--- config.mk ---
export PLATFORM = sky130hd
export DESIGN_NAME = quoted_escaped_tokenizer
export DESIGN_NICKNAME = d
export VERILOG_FILES = /design/src/design/qet_pkg.sv /design/src/design/qet_lexer.sv /design/src/design/quoted_escaped_tokenizer.sv
export SDC_FILE = /design/constraint.sdc
export NUM_CORES = 1
export LEC_CHECK = 0
export CAP_MARGIN = 5
export CORE_ASPECT_RATIO = 0.5
export CORE_UTILIZATION = 25
export DETAILED_ROUTE_END_ITERATION = 12
export DONT_BUFFER_PORTS = 1
export SYNTH_ARGS = -nofsm -noshare
export SYNTH_HDL_FRONTEND = slang
export SYNTH_SLANG_ARGS = --single-unit
--- constraint.sdc ---
create_clock -name clock -period 3.2 [get_ports clock]
set_input_delay 0.16 -clock clock [delete_from_list [all_inputs] [get_ports clock]]
set_output_delay 0.16 -clock clock [all_outputs]
set_load 0.01 [all_outputs]
--- src/design/qet_pkg.sv ---
// Package for the quoted/escaped tokenizer: lexer mode type, configuration and
// result structs, mode codes and the escape translation function.
// No dependencies.
package qet_pkg;

   localparam int BYTE_W = 8;
   localparam int MODE_W = 3;
   localparam int CSR_INDEX_W = 3;

   // Configuration register indexes on the csr port.
   localparam logic [CSR_INDEX_W-1:0] CSR_ESCAPE  = 3'd0;
   localparam logic [CSR_INDEX_W-1:0] CSR_QUOTE   = 3'd1;
   localparam logic [CSR_INDEX_W-1:0] CSR_COMMENT = 3'd2;
   localparam logic [CSR_INDEX_W-1:0] CSR_DELIM_A = 3'd3;
   localparam logic [CSR_INDEX_W-1:0] CSR_DELIM_B = 3'd4;
   localparam logic [CSR_INDEX_W-1:0] CSR_DELIM_C = 3'd5;
   localparam logic [CSR_INDEX_W-1:0] CSR_DELIM_D = 3'd6;
   localparam logic [CSR_INDEX_W-1:0] CSR_DELIM_E = 3'd7;

   // Reset values of the configuration registers.
   localparam logic [BYTE_W-1:0] RST_ESCAPE  = 8'd92;  // backslash
   localparam logic [BYTE_W-1:0] RST_QUOTE   = 8'd34;  // double quote
   localparam logic [BYTE_W-1:0] RST_COMMENT = 8'd35;  // hash
   localparam logic [BYTE_W-1:0] RST_DELIM_A = 8'd32;  // space
   localparam logic [BYTE_W-1:0] RST_DELIM_B = 8'd61;  // equals sign
   localparam logic [BYTE_W-1:0] RST_DELIM_C = 8'd9;   // tab
   localparam logic [BYTE_W-1:0] RST_DELIM_D = 8'd13;  // carriage return
   localparam logic [BYTE_W-1:0] RST_DELIM_E = 8'd10;  // newline

   // Mode codes as reported on rsp_mode_after.
   localparam logic [MODE_W-1:0] MODE_CODE_NORMAL  = 3'd0;
   localparam logic [MODE_W-1:0] MODE_CODE_ESC     = 3'd1;
   localparam logic [MODE_W-1:0] MODE_CODE_QUOTED  = 3'd2;
   localparam logic [MODE_W-1:0] MODE_CODE_QESC    = 3'd3;
   localparam logic [MODE_W-1:0] MODE_CODE_COMMENT = 3'd4;

   // Escape letters and the control codes they stand for.
   localparam logic [BYTE_W-1:0] CHAR_N = 8'h6e;
   localparam logic [BYTE_W-1:0] CHAR_T = 8'h74;
   localparam logic [BYTE_W-1:0] CHAR_V = 8'h76;
   localparam logic [BYTE_W-1:0] CHAR_B = 8'h62;
   localparam logic [BYTE_W-1:0] CHAR_R = 8'h72;
   localparam logic [BYTE_W-1:0] CHAR_F = 8'h66;
   localparam logic [BYTE_W-1:0] CHAR_A = 8'h61;
   localparam logic [BYTE_W-1:0] CTRL_LF  = 8'd10;
   localparam logic [BYTE_W-1:0] CTRL_HT  = 8'd9;
   localparam logic [BYTE_W-1:0] CTRL_VT  = 8'd11;
   localparam logic [BYTE_W-1:0] CTRL_BS  = 8'd8;
   localparam logic [BYTE_W-1:0] CTRL_CR  = 8'd13;
   localparam logic [BYTE_W-1:0] CTRL_FF  = 8'd12;
   localparam logic [BYTE_W-1:0] CTRL_BEL = 8'd7;

   typedef enum logic [4:0] {
      LEX_NORMAL  = 5'b00001,
      LEX_ESC     = 5'b00010,
      LEX_QUOTED  = 5'b00100,
      LEX_QESC    = 5'b01000,
      LEX_COMMENT = 5'b10000
   } lex_mode_type;

   typedef struct packed {
      logic [BYTE_W-1:0] escape_code;
      logic [BYTE_W-1:0] quote_code;
      logic [BYTE_W-1:0] comment_code;
      logic [BYTE_W-1:0] delim_a;
      logic [BYTE_W-1:0] delim_b;
      logic [BYTE_W-1:0] delim_c;
      logic [BYTE_W-1:0] delim_d;
      logic [BYTE_W-1:0] delim_e;
   } cfg_type;

   typedef struct packed {
      logic              end_before;
      logic              byte_valid;
      logic [BYTE_W-1:0] out_byte;
      logic              end_after;
      logic [MODE_W-1:0] mode_after;
   } result_type;

   function automatic logic [BYTE_W-1:0] translate_escape(input logic [BYTE_W-1:0] c);
      logic [BYTE_W-1:0] r;
      case (c)
         CHAR_N:  r = CTRL_LF;
         CHAR_T:  r = CTRL_HT;
         CHAR_V:  r = CTRL_VT;
         CHAR_B:  r = CTRL_BS;
         CHAR_R:  r = CTRL_CR;
         CHAR_F:  r = CTRL_FF;
         CHAR_A:  r = CTRL_BEL;
         default: r = c;
      endcase
      return r;
   endfunction

   function automatic logic [MODE_W-1:0] mode_code(input lex_mode_type m);
      logic [MODE_W-1:0] r;
      case (m)
         LEX_ESC:     r = MODE_CODE_ESC;
         LEX_QUOTED:  r = MODE_CODE_QUOTED;
         LEX_QESC:    r = MODE_CODE_QESC;
         LEX_COMMENT: r = MODE_CODE_COMMENT;
         default:     r = MODE_CODE_NORMAL;
      endcase
      return r;
   endfunction

endpackage

--- src/design/qet_lexer.sv ---
// One tokenizer step: from the current mode, token-open flag and one byte,
// the next mode and flag and the result word. Depends on qet_pkg.
module qet_lexer import qet_pkg::*; (
   input  lex_mode_type      mode,
   input  logic              token_open,
   input  logic [BYTE_W-1:0] in_byte,
   input  logic              end_of_input,
   input  cfg_type           cfg,
   output lex_mode_type      mode_next,
   output logic              token_open_next,
   output result_type        result
);

   logic              end_before;
   logic              valid;
   logic [BYTE_W-1:0] ob;
   logic              open_mid;
   logic              is_delim;

   assign is_delim = (in_byte == cfg.delim_a) || (in_byte == cfg.delim_b) ||
                     (in_byte == cfg.delim_c) || (in_byte == cfg.delim_d) ||
                     (in_byte == cfg.delim_e);

   always_comb begin
      end_before = 1'b0;
      valid      = 1'b0;
      ob         = '0;
      open_mid   = token_open;
      mode_next  = mode;
      case (mode)
         LEX_ESC: begin
            ob        = translate_escape(in_byte);
            valid     = 1'b1;
            mode_next = LEX_NORMAL;
         end
         LEX_QUOTED: begin
            if (in_byte == cfg.quote_code) begin
               mode_next = LEX_NORMAL;
            end else if (in_byte == cfg.escape_code) begin
               mode_next = LEX_QESC;
            end else begin
               ob    = in_byte;
               valid = 1'b1;
            end
         end
         LEX_QESC: begin
            ob        = translate_escape(in_byte);
            valid     = 1'b1;
            mode_next = LEX_QUOTED;
         end
         LEX_COMMENT: begin
            if (in_byte == cfg.delim_e) begin
               end_before = token_open;
               open_mid   = 1'b0;
               mode_next  = LEX_NORMAL;
            end else begin
               ob    = in_byte;
               valid = 1'b1;
            end
         end
         default: begin
            // Priority order: escape, quote, comment, delimiter, plain byte.
            mode_next = LEX_NORMAL;
            if (in_byte == cfg.escape_code) begin
               mode_next = LEX_ESC;
            end else if (in_byte == cfg.quote_code) begin
               mode_next = LEX_QUOTED;
            end else if (in_byte == cfg.comment_code) begin
               end_before = token_open;
               open_mid   = 1'b0;
               ob         = in_byte;
               valid      = 1'b1;
               mode_next  = LEX_COMMENT;
            end else if (is_delim) begin
               end_before = token_open;
               open_mid   = 1'b0;
            end else begin
               ob    = in_byte;
               valid = 1'b1;
            end
         end
      endcase
   end

   logic open_after;
   assign open_after      = open_mid || valid;
   assign token_open_next = open_after && !end_of_input;

   assign result.end_before = end_before;
   assign result.byte_valid = valid;
   assign result.out_byte   = ob;
   assign result.end_after  = open_after && end_of_input;
   assign result.mode_after = mode_code(mode_next);

endmodule

--- src/design/quoted_escaped_tokenizer.sv ---
// Top level of the quoted/escaped tokenizer: input register, lexer state,
// configuration registers and result register. Depends on qet_pkg, qet_lexer.
//
// The tokenizer takes one text byte per word on the req channel and returns
// exactly one result word per byte on the rsp channel, in order. It sustains
// one byte per clock while rsp_ready stays high: a byte is captured in an
// input register, run through the lexer step in the next cycle and lands in
// the result register, which drives rsp_valid and the result word. The lexer
// mode and the token-open flag are the only loop-carried state, and the
// combinational lexer step computes their next values, which is what sets the
// one-byte-per-clock figure. Backpressure on rsp stalls the input register;
// while the result register is full and rsp_ready is high, a new byte is
// still accepted in the same cycle. Configuration registers are written
// through the csr port and should only be changed while no byte is in flight.
// Modes carry across lines and across end-of-input flushes, so a quoted value
// may span several lines.
module quoted_escaped_tokenizer import qet_pkg::*; (
   input  logic                   clock,
   input  logic                   reset,
   input  logic                   req_valid,
   output logic                   req_ready,
   input  logic [BYTE_W-1:0]      req_in_byte,
   input  logic                   req_end_of_input,
   output logic                   rsp_valid,
   input  logic                   rsp_ready,
   output logic                   rsp_end_before,
   output logic                   rsp_byte_valid,
   output logic [BYTE_W-1:0]      rsp_out_byte,
   output logic                   rsp_end_after,
   output logic [MODE_W-1:0]      rsp_mode_after,
   input  logic                   csr_we,
   input  logic [CSR_INDEX_W-1:0] csr_index,
   input  logic [BYTE_W-1:0]      csr_wdata
);

   // Configuration registers.
   cfg_type cfg_ff, cfg_in;

   always_comb begin
      cfg_in = cfg_ff;
      if (csr_we) begin
         case (csr_index)
            CSR_ESCAPE:  cfg_in.escape_code  = csr_wdata;
            CSR_QUOTE:   cfg_in.quote_code   = csr_wdata;
            CSR_COMMENT: cfg_in.comment_code = csr_wdata;
            CSR_DELIM_A: cfg_in.delim_a      = csr_wdata;
            CSR_DELIM_B: cfg_in.delim_b      = csr_wdata;
            CSR_DELIM_C: cfg_in.delim_c      = csr_wdata;
            CSR_DELIM_D: cfg_in.delim_d      = csr_wdata;
            CSR_DELIM_E: cfg_in.delim_e      = csr_wdata;
            default:     cfg_in = cfg_ff;
         endcase
      end
   end

   always_ff @(posedge clock) begin
      if (reset) begin
         cfg_ff.escape_code  <= RST_ESCAPE;
         cfg_ff.quote_code   <= RST_QUOTE;
         cfg_ff.comment_code <= RST_COMMENT;
         cfg_ff.delim_a      <= RST_DELIM_A;
         cfg_ff.delim_b      <= RST_DELIM_B;
         cfg_ff.delim_c      <= RST_DELIM_C;
         cfg_ff.delim_d      <= RST_DELIM_D;
         cfg_ff.delim_e      <= RST_DELIM_E;
      end else begin
         cfg_ff <= cfg_in;
      end
   end

   // Handshake. The input register moves forward whenever the result register
   // is empty or is being drained in this cycle.
   logic              in_valid_ff;
   logic [BYTE_W-1:0] in_byte_ff;
   logic              in_eoi_ff;
   logic              rsp_valid_ff;
   logic              advance;
   logic              req_fire;

   assign advance   = in_valid_ff && (!rsp_valid_ff || rsp_ready);
   assign req_ready = !in_valid_ff || advance;
   assign req_fire  = req_valid && req_ready;

   always_ff @(posedge clock) begin
      if (reset) begin
         in_valid_ff <= 1'b0;
      end else if (req_ready) begin
         in_valid_ff <= req_valid;
      end
   end

   always_ff @(posedge clock) begin
      if (req_fire) begin
         in_byte_ff <= req_in_byte;
         in_eoi_ff  <= req_end_of_input;
      end
   end

   // Lexer state and step.
   lex_mode_type mode_ff, mode_in;
   logic         open_ff, open_in;
   result_type   step_result;
   result_type   rsp_ff;

   qet_lexer u_lexer (
      .mode            (mode_ff),
      .token_open      (open_ff),
      .in_byte         (in_byte_ff),
      .end_of_input    (in_eoi_ff),
      .cfg             (cfg_ff),
      .mode_next       (mode_in),
      .token_open_next (open_in),
      .result          (step_result)
   );

   always_ff @(posedge clock) begin
      if (reset) begin
         mode_ff <= LEX_NORMAL;
         open_ff <= 1'b0;
      end else if (advance) begin
         mode_ff <= mode_in;
         open_ff <= open_in;
      end
   end

   // Result register.
   always_ff @(posedge clock) begin
      if (reset) begin
         rsp_valid_ff <= 1'b0;
      end else if (advance) begin
         rsp_valid_ff <= 1'b1;
      end else if (rsp_ready) begin
         rsp_valid_ff <= 1'b0;
      end
   end

   always_ff @(posedge clock) begin
      if (advance) begin
         rsp_ff <= step_result;
      end
   end

   assign rsp_valid      = rsp_valid_ff;
   assign rsp_end_before = rsp_ff.end_before;
   assign rsp_byte_valid = rsp_ff.byte_valid;
   assign rsp_out_byte   = rsp_ff.out_byte;
   assign rsp_end_after  = rsp_ff.end_after;
   assign rsp_mode_after = rsp_ff.mode_after;

endmodule

# Word level (Yosys, flattened, before mapping)

Cells that the tools add are included.
Widths: inputs -> output; s select.

Flip-flop bits (word level): 95
Output and inout bits: 16

Equality and inequality tests: 30
Multiplexer cells: 39
Reductions and logical operators: 26

Operators by type and width:

| kind               | number |
|---|---|
| $eq 8x8->1         | 8 |
| $eq 8x7->1 const B | 7 |
| $mux 8             | 7 |
| $pmux 8 s7         | 1 |
| $mux 5             | 6 |
| $pmux 8 s3         | 1 |
| $pmux 5 s4         | 1 |
| $mux 1             | 19 |
| $reduce_and 2->1   | 8 |
| $eq 3x3->1 const B | 4 |
| $pmux 3 s4         | 1 |
| $eq 5x2->1 const B | 2 |
| $eq 5x3->1 const B | 2 |
| $eq 5x4->1 const B | 2 |
| $eq 5x5->1 const B | 2 |
| $logic_or 1x1->1   | 7 |
| $eq 3x2->1 const B | 2 |
| $logic_and 1x1->1  | 4 |
| $pmux 1 s2         | 2 |
| $eq 3x1->1 const B | 1 |
| $logic_not 1->1    | 3 |
| $logic_not 3->1    | 1 |
| $pmux 1 s3         | 1 |
| $reduce_or 3->1    | 1 |
| other kinds (2)    | 2 |

# Depth between registers and ports, before layout

Gate-level depths: netlist of the first run.

Word-level depth: 12
Depth in mapped cells: 9
Mapped depth without buffers: 7

# Modules after synthesis

Synthesis of the first run repeated with hierarchy kept, for this count alone.

Cells, all modules: 480
Area, all modules: 4670.7 µm²

Modules (own cells, without submodules):

| module                   | instances | cells an instance | area an instance (µm²) | seq. area each (µm²) |
|---|---|---|---|---|
| quoted_escaped_tokenizer | 1         | 302               | 3354.5                 | 2132.0 |
| qet_lexer                | 1         | 178               | 1316.3                 | 0.0 |

# Worst setup path before layout of the first run

OpenSTA, ideal clock, no wires.

Path type: reg2reg
From: register in_byte_ff[0]
To: register rsp_ff (netlist bit rsp_out_byte[0]), data pin
Library setup time: 0.273 ns
Data arrival time: 1.777 ns
Required time: 2.927 ns
Setup slack: 1.150 ns
Cell stages (with the launch flop): 9
Path buffers: 1
Period minus slack after synthesis: 2.050 ns
Cells stage by stage: edfxtp_1 buf_6 xor2_1 nor4_2 a21oi_1 a31oi_2 inv_2 a211oi_4 o32ai_1

RTL lines:

| item                   | RTL line                        | source |
|---|---|---|
| start, declared        | quoted_escaped_tokenizer.sv:74  | `logic [BYTE_W-1:0] in_byte_ff;` |
| start signal, assigned | quoted_escaped_tokenizer.sv:94  | `in_byte_ff <= req_in_byte;` |
| end signal, assigned   | quoted_escaped_tokenizer.sv:139 | `rsp_ff <= step_result;` |
| end, declared          | quoted_escaped_tokenizer.sv:103 | `result_type rsp_ff;` |

==> results of run 1 <==
==> state kept, by name, summed over array words and instances (netlist names) <==
name,flops
rsp_mode_after,3
rsp_valid,1
mode_ff,5
in_valid_ff,1
open_ff,1
rsp_end_after,1
rsp_byte_valid,1
cfg_ff,64
rsp_out_byte,8
in_byte_ff,8
rsp_end_before,1
in_eoi_ff,1
==> stage by stage <==
stage / power, mW / util, %
finish: 2.645 / 29.65
global placement: 1.506 / 26.71
floorplan: 1.493 / -
detailed placement: 1.510 / 26.71
global route: 2.751 / 29.65
CTS: 2.676 / 29.65
==> critical path, stage by stage, from the launching register on <==
cell	delay [ps]
edfxtp_1	900
xor2_1	140
nor4_1	460
nand2_1	90
nand4_1	190
o22ai_2	170
a211oi_4	380
o32ai_1	120
==> worst max-delay path by stage <==
stage                              from         endpoint  depth (start not counted)
after global routing      in_byte_ff[4]  rsp_out_byte[1]                          7
final                     in_byte_ff[1]  rsp_out_byte[0]                          7
after floorplan           in_byte_ff[0]  rsp_out_byte[0]                          8
after CTS                 in_byte_ff[1]  rsp_out_byte[0]                          7
after global placement    in_byte_ff[1]  rsp_out_byte[0]                          7
after detailed placement  in_byte_ff[1]  rsp_out_byte[0]                          7
==> repair_timing <==
action | CTS | global route
hold buffers | 20 | 0
gates resized for setup | 0 | 0
endpoints found under the hold margin | 81 | 0
setup buffers | 0 | 0
==> layout make-up <==
| cell class | count | area [µm²] |
|---|---|---|
| fillers | 1882 | 12450 |
| multi-input cells | 361 | 2265 |
| flip-flops and latches | 95 | 2132 |
| well taps | 234 | 292.8 |
| clock buffers | 9 | 225.2 |
| repair buffers | 20 | 210.2 |
| clock inverters | 7 | 85.08 |
| inverters | 10 | 37.54 |
==> cells in the mapped netlist, types with 5 or more instances <==
| cell | number |
|---|---|
| nor2b_1 | 7 |
| inv_1 | 9 |
| xor2_1 | 59 |
| nand2_1 | 94 |
| a21oi_1 | 33 |
| buf_2 | 5 |
| nand2b_1 | 5 |
| nor2_1 | 40 |
| o21ai_0 | 6 |
| mux2i_1 | 32 |
| edfxtp_1 | 23 |
| nor4_1 | 11 |
| dfxtp_1 | 72 |
| buf_1 | 9 |
| clkbuf_1 | 10 |
| buf_4 | 5 |
| nand3_1 | 11 |
| xnor2_1 | 8 |
==> per-layer routing <==
metal	track usage (%)	share of wire (%)	vias up
li1	-	-	1667
met5	0	0	-
met1	16.57	48	1616
met2	20.20	46	63
met4	5.250	2.2	0
met3	2.729	3.8	14
==> layout by cell type (no fill, tap or decap), types with 11 or more instances in the layout <==
cell	count
a21oi_1	33
mux2i_1	32
nor4_1	11
nand2_1	94
nand3_1	11
edfxtp_1	23
dfxtp_1	72
xor2_1	59
nor2_1	40
dlygate4sd3_1	19
==> power by group through the flow <==
stage                     Clock (mW)  Sequential (mW)  Combinational, mW
after CTS                       1.14             1.33              0.202
after global routing            1.19             1.34              0.224
final                           1.11             1.33              0.201
after floorplan                    0             1.32              0.177
after global placement             0             1.36              0.149
after detailed placement           0             1.36              0.152
==> kinds of logic after synthesis <==
group	synth area share [%]
AO/OA/AOI/OAI	8.869
flip-flops	46.22
buffers and inverters	4.692
multiplexers	6.943
XOR/XNOR	12.72
AND/OR/NAND/NOR	20.56
==> results.py, run 1 <==
metrics = {
    "status": {
        "status": "finished, final reports clean",
    },
    "sta": {
        "setup_slack_ps": 468.1,
        "rsz0062_at_grt": "false",
        "setup_tns_ps": 0,
        "final.period_utilization_pct": 85.37,
        "slew_violations": 0,
        "min_period_ps": 2732,
        "finalHoldViolCount": 0,
        "setup_viol": 0,
        "hold_ws_ps": 36.65,
        "clock_skew_ps": 9.214,
        "worstMarginPinSlew_ps": 989.5,
        "fmax_mhz": 366.0,
        "max_slew_margin_pct": 33.79,
    },
    "flow_run": {
        "max_cap_violations": 0,
    },
    "placement": {
        "place_ws_ps": 554.9,
        "io_buffers": 0,
        "globalplace.congestion": 0.7966,
        "dp.cells": 700,
        "dp.final_hpwl_um": 7649,
        "placed_cell_area_um2": 4727,
    },
    "critical_path": {
        "reg2reg_from": "in_byte_ff[1]",
        "rrSetupSlack_ps": 470,
        "endpoint_kind": "register",
        "cp-start-kind": "register",
        "r2r_end": "rsp_out_byte[0]",
        "cp.arrival_ps": 2800,
        "r2r_cells": 7,
        "crit_type": "register to register",
        "critPathRequiredTime_ps": 3270,
        "crit_fanout": 15,
    },
    "global_routing": {
        "antenna_found_initial": 0,
        "grt_usage_pct": 12.63,
        "grt_pass1_wl_um": 18270,
        "grt_max_degree": 51,
        "grt-ovfl-total": 0,
        "grt_pass1_vias": 3254,
    },
    "power_and_ir_drop": {
        "combPwrFrac_pct": 7.6,
        "leakagePower_nw": 1.882,
        "intPower_mw": 1.979,
        "sequentialPowerShare_pct": 50.3,
        "p_sw_uw": 666.0,
        "irDropWorstVdd_uv": 254.9,
        "powerDensity_nw_per_um2": 504.0,
        "netSwitchingFraction_pct": 25.18,
        "p_clk_share_pct": 42.1,
    },
    "floorplan": {
        "rows": 34,
        "dieWidth_um": 194.1,
        "initial_utilization_pct": 26.07,
        "chipHeight_um": 98.06,
        "pin_count": 41,
        "dieArea_um2": 19030,
        "core_area_um2": 17700,
    },
    "drt": {
        "via_count": 3360,
        "finalWirelength_um": 11520,
        "routedWlPerCell_um": 15.65,
        "drt_iter0_drc": 185,
        "vias_per_cell": 4.565,
        "drc": 0,
        "ant_nets": 0,
        "drtPass1Iterations": 4,
    },
    "synthesis": {
        "syn_inst": 499,
        "synth_area_per_cell_um2": 9.245,
        "syn-cell-area_um2": 4613,
        "async_flop_share_pct": 0,
        "synth_seq_area_share_pct": 46.22,
        "synth_top_area_share_pct": 31.24,
        "synth.distinct_cells": 52,
        "synthTopCellsByArea": "dfxtp_1, edfxtp_1, xor2_1",
        "ys_warn_count": 0,
        "synth_edf_count": 23,
        "yosys.area.top_type": "dfxtp_1",
        "synth_flop_cell": "dfxtp_1",
        "ys_seq_elements": 95,
        "syn-num-nets": 524,
    },
    "finish": {
        "antennaDiodeCount": 0,
        "drive_gt1_share_pct": 6.773,
        "final_area_um2": 5248,
        "fin_cells": 736,
        "area_growth_pct": 13.75,
        "final_nets": 522,
    },
    "clocking": {
        "cts_tree": "yes",
        "clock-root-buffer": "clkbuf_16",
        "clock_path_buffers": 2,
        "clock_latency_ps": 350,
        "ctsHtreeMaxLevel": 3,
        "cts.sinks": 95,
        "clk_pin_slew_ps": 70,
        "numCtsBuffers": 9,
    },
    "hold_path": {
        "hold_path.class": "input port to register",
        "hold_depth": 3,
        "min_from": "rsp_ready",
        "holdPathEnd": "rsp_valid",
    },
}
No activity file was read; power rests on OpenSTA's default activity.
==> run 2: changes to the inputs <==
Settings changed: CAP_MARGIN 5 to unset, CORE_UTILIZATION 25 to 55, PLACE_DENSITY set to 0.7, TNS_END_PERCENT set to 10.
==> results.py, run 2 (synthesized netlist as in run 1, its figures left out) <==
metrics = {
    "status": {
        "status": "finished, final reports clean",
    },
    "drt": {
        "drt_iter0_drc": 289,
        "routedWlPerCell_um": 17.53,
        "via_count": 3399,
        "ant_nets": 0,
        "drc": 0,
        "finalWirelength_um": 10780,
        "vias_per_cell": 5.527,
        "drtPass1Iterations": 5,
    },
    "global_routing": {
        "grt_max_degree": 51,
        "grt_usage_pct": 25.57,
        "antenna_found_initial": 0,
        "grt_pass1_wl_um": 16680,
        "grt_pass1_vias": 3054,
        "grt-ovfl-total": 0,
    },
    "floorplan": {
        "rows": 23,
        "dieArea_um2": 8780,
        "pin_count": 41,
        "chipHeight_um": 66.76,
        "dieWidth_um": 131.5,
        "core_area_um2": 8058,
        "initial_utilization_pct": 57.25,
    },
    "power_and_ir_drop": {
        "leakagePower_nw": 1.869,
        "p_total_mw": 2.510,
        "irDropWorstVdd_uv": 307.0,
        "powerDensity_nw_per_um2": 496.1,
    },
    "clocking": {
        "ctsHtreeMaxLevel": 3,
        "numCtsBuffers": 9,
        "clk_pin_slew_ps": 70,
        "cts_tree": "yes",
        "cts_setup_buffers": 0,
        "clock-root-buffer": "clkbuf_16",
        "clock_path_buffers": 2,
        "clock_latency_ps": 350,
        "cts.sinks": 95,
        "holdBufCountCts": 20,
        "cts_resized": 0,
    },
    "finish": {
        "final_area_um2": 5059,
        "layout_commonest_cell": "nand2_1",
        "fin_cells": 615,
        "layout_common_cells": "nand2_1, dfxtp_1, xor2_1",
        "final_nets": 523,
        "drive_gt1_share_pct": 6.561,
        "largest_register_ffs": 64,
        "largest_register": "cfg_ff",
        "area_growth_pct": 9.656,
        "antennaDiodeCount": 0,
    },
    "critical_path": {
        "endpoint_kind": "register",
        "endpoint": "rsp_out_byte[0]",
        "critPathRequiredTime_ps": 3270,
        "cp_num_cells": 7,
        "slowest_stage": "edfxtp_1",
        "crit_fanout": 14,
        "r2r_end": "rsp_out_byte[0]",
        "cp_top_family": "flip-flops",
        "slowest_delay_ps": 850,
        "reg2reg_from": "in_byte_ff[4]",
        "worstPathCellList": "xor2_1, nor4_1, nand2_1, a31oi_2, inv_2, a211oi_4, o32ai_1",
        "cp-start-kind": "register",
        "cp.arrival_ps": 2830,
        "startpoint": "in_byte_ff[4]",
        "r2r_cells": 7,
        "worst-path-buf-inv": 1,
        "crit_type": "register to register",
        "rrSetupSlack_ps": 430,
    },
    "hold_path": {
        "hold_path.class": "input port to register",
    },
    "placement": {
        "dp.final_hpwl_um": 6784,
        "io_buffers": 0,
        "placed_cell_area_um2": 4574,
        "globalplace.congestion": 0.8340,
        "dp.cells": 578,
    },
    "sta": {
        "final.period_utilization_pct": 86.41,
        "worstMarginPinSlew_ps": 923.5,
        "setup_tns_ps": 0,
        "setup_viol": 0,
        "fmax_mhz": 361.6,
        "min_period_ps": 2765,
        "clock_skew_ps": 8.405,
        "finalHoldViolCount": 0,
        "max_slew_margin_pct": 38.21,
        "rsz0062_at_grt": "false",
        "slew_violations": 0,
    },
    "flow_run": {
        "max_cap_violations": 0,
    },
}
==> run 2: worst reg2reg max path, cell delays in order (launching register included) <==
cell and delay [ps]:
edfxtp_1 850, xor2_1 150, nor4_1 500, nand2_1 210
a31oi_2 230, inv_2 90, a211oi_4 340, o32ai_1 120
==> run 2: through the flow <==
| step | hold WS (ps) | setup slack, ps | utilization (%) |
|---|---|---|---|
| 6_report | 46.69 | 434.8 | 62.78 |
| 5_1_grt | 67.26 | 407.4 | 62.78 |
| 4_1_cts | 2.794 | 517.5 | 62.66 |
| 3_5_place_dp | 242.6 | 606.8 | 56.77 |
| 3_3_place_gp | 240.0 | 635.3 | 56.77 |
| 2_1_floorplan | 258.9 | 1150 | - |
==> run 2: area by class of cell <==
type	count	area, µm²
fill	692	2999
inverter	10	37.54
sequential	95	2132
multi-input combinational	361	2265
timing repair buffer	21	220.2
clock inverter	6	35.03
tap	112	140.1
clock buffer	10	229.0
==> run 2: layer usage <==
| layer | wire length [µm] | up-vias | global-route usage (%) |
|---|---|---|---|
| met5 | 0 | - | 0 |
| met4 | 110 | 0 | 5.523 |
| met3 | 732 | 15 | 7.078 |
| met2 | 4600 | 115 | 40.41 |
| met1 | 5339 | 1596 | 34.91 |
| li1 | - | 1673 | - |
==> run 2: worst min path at each step <==
stage	from	endpoint	slack [ps]	cells past startpoint
after floorplan	req_in_byte[0]	in_byte_ff[0]	260	0
after global placement	reset	cfg_ff[2]	240	1
after detailed placement	reset	cfg_ff[7]	240	1
after CTS	csr_wdata[4]	cfg_ff[12]	3	2
after global routing	rsp_ready	rsp_valid	70	3
final	rsp_ready	rsp_valid	50	3
==> run 2: power breakdown <==
part | internal [mW] | switching [mW]
registers | 1.27 | 0.0596
clock network | 0.525 | 0.455
logic | 0.0860 | 0.115
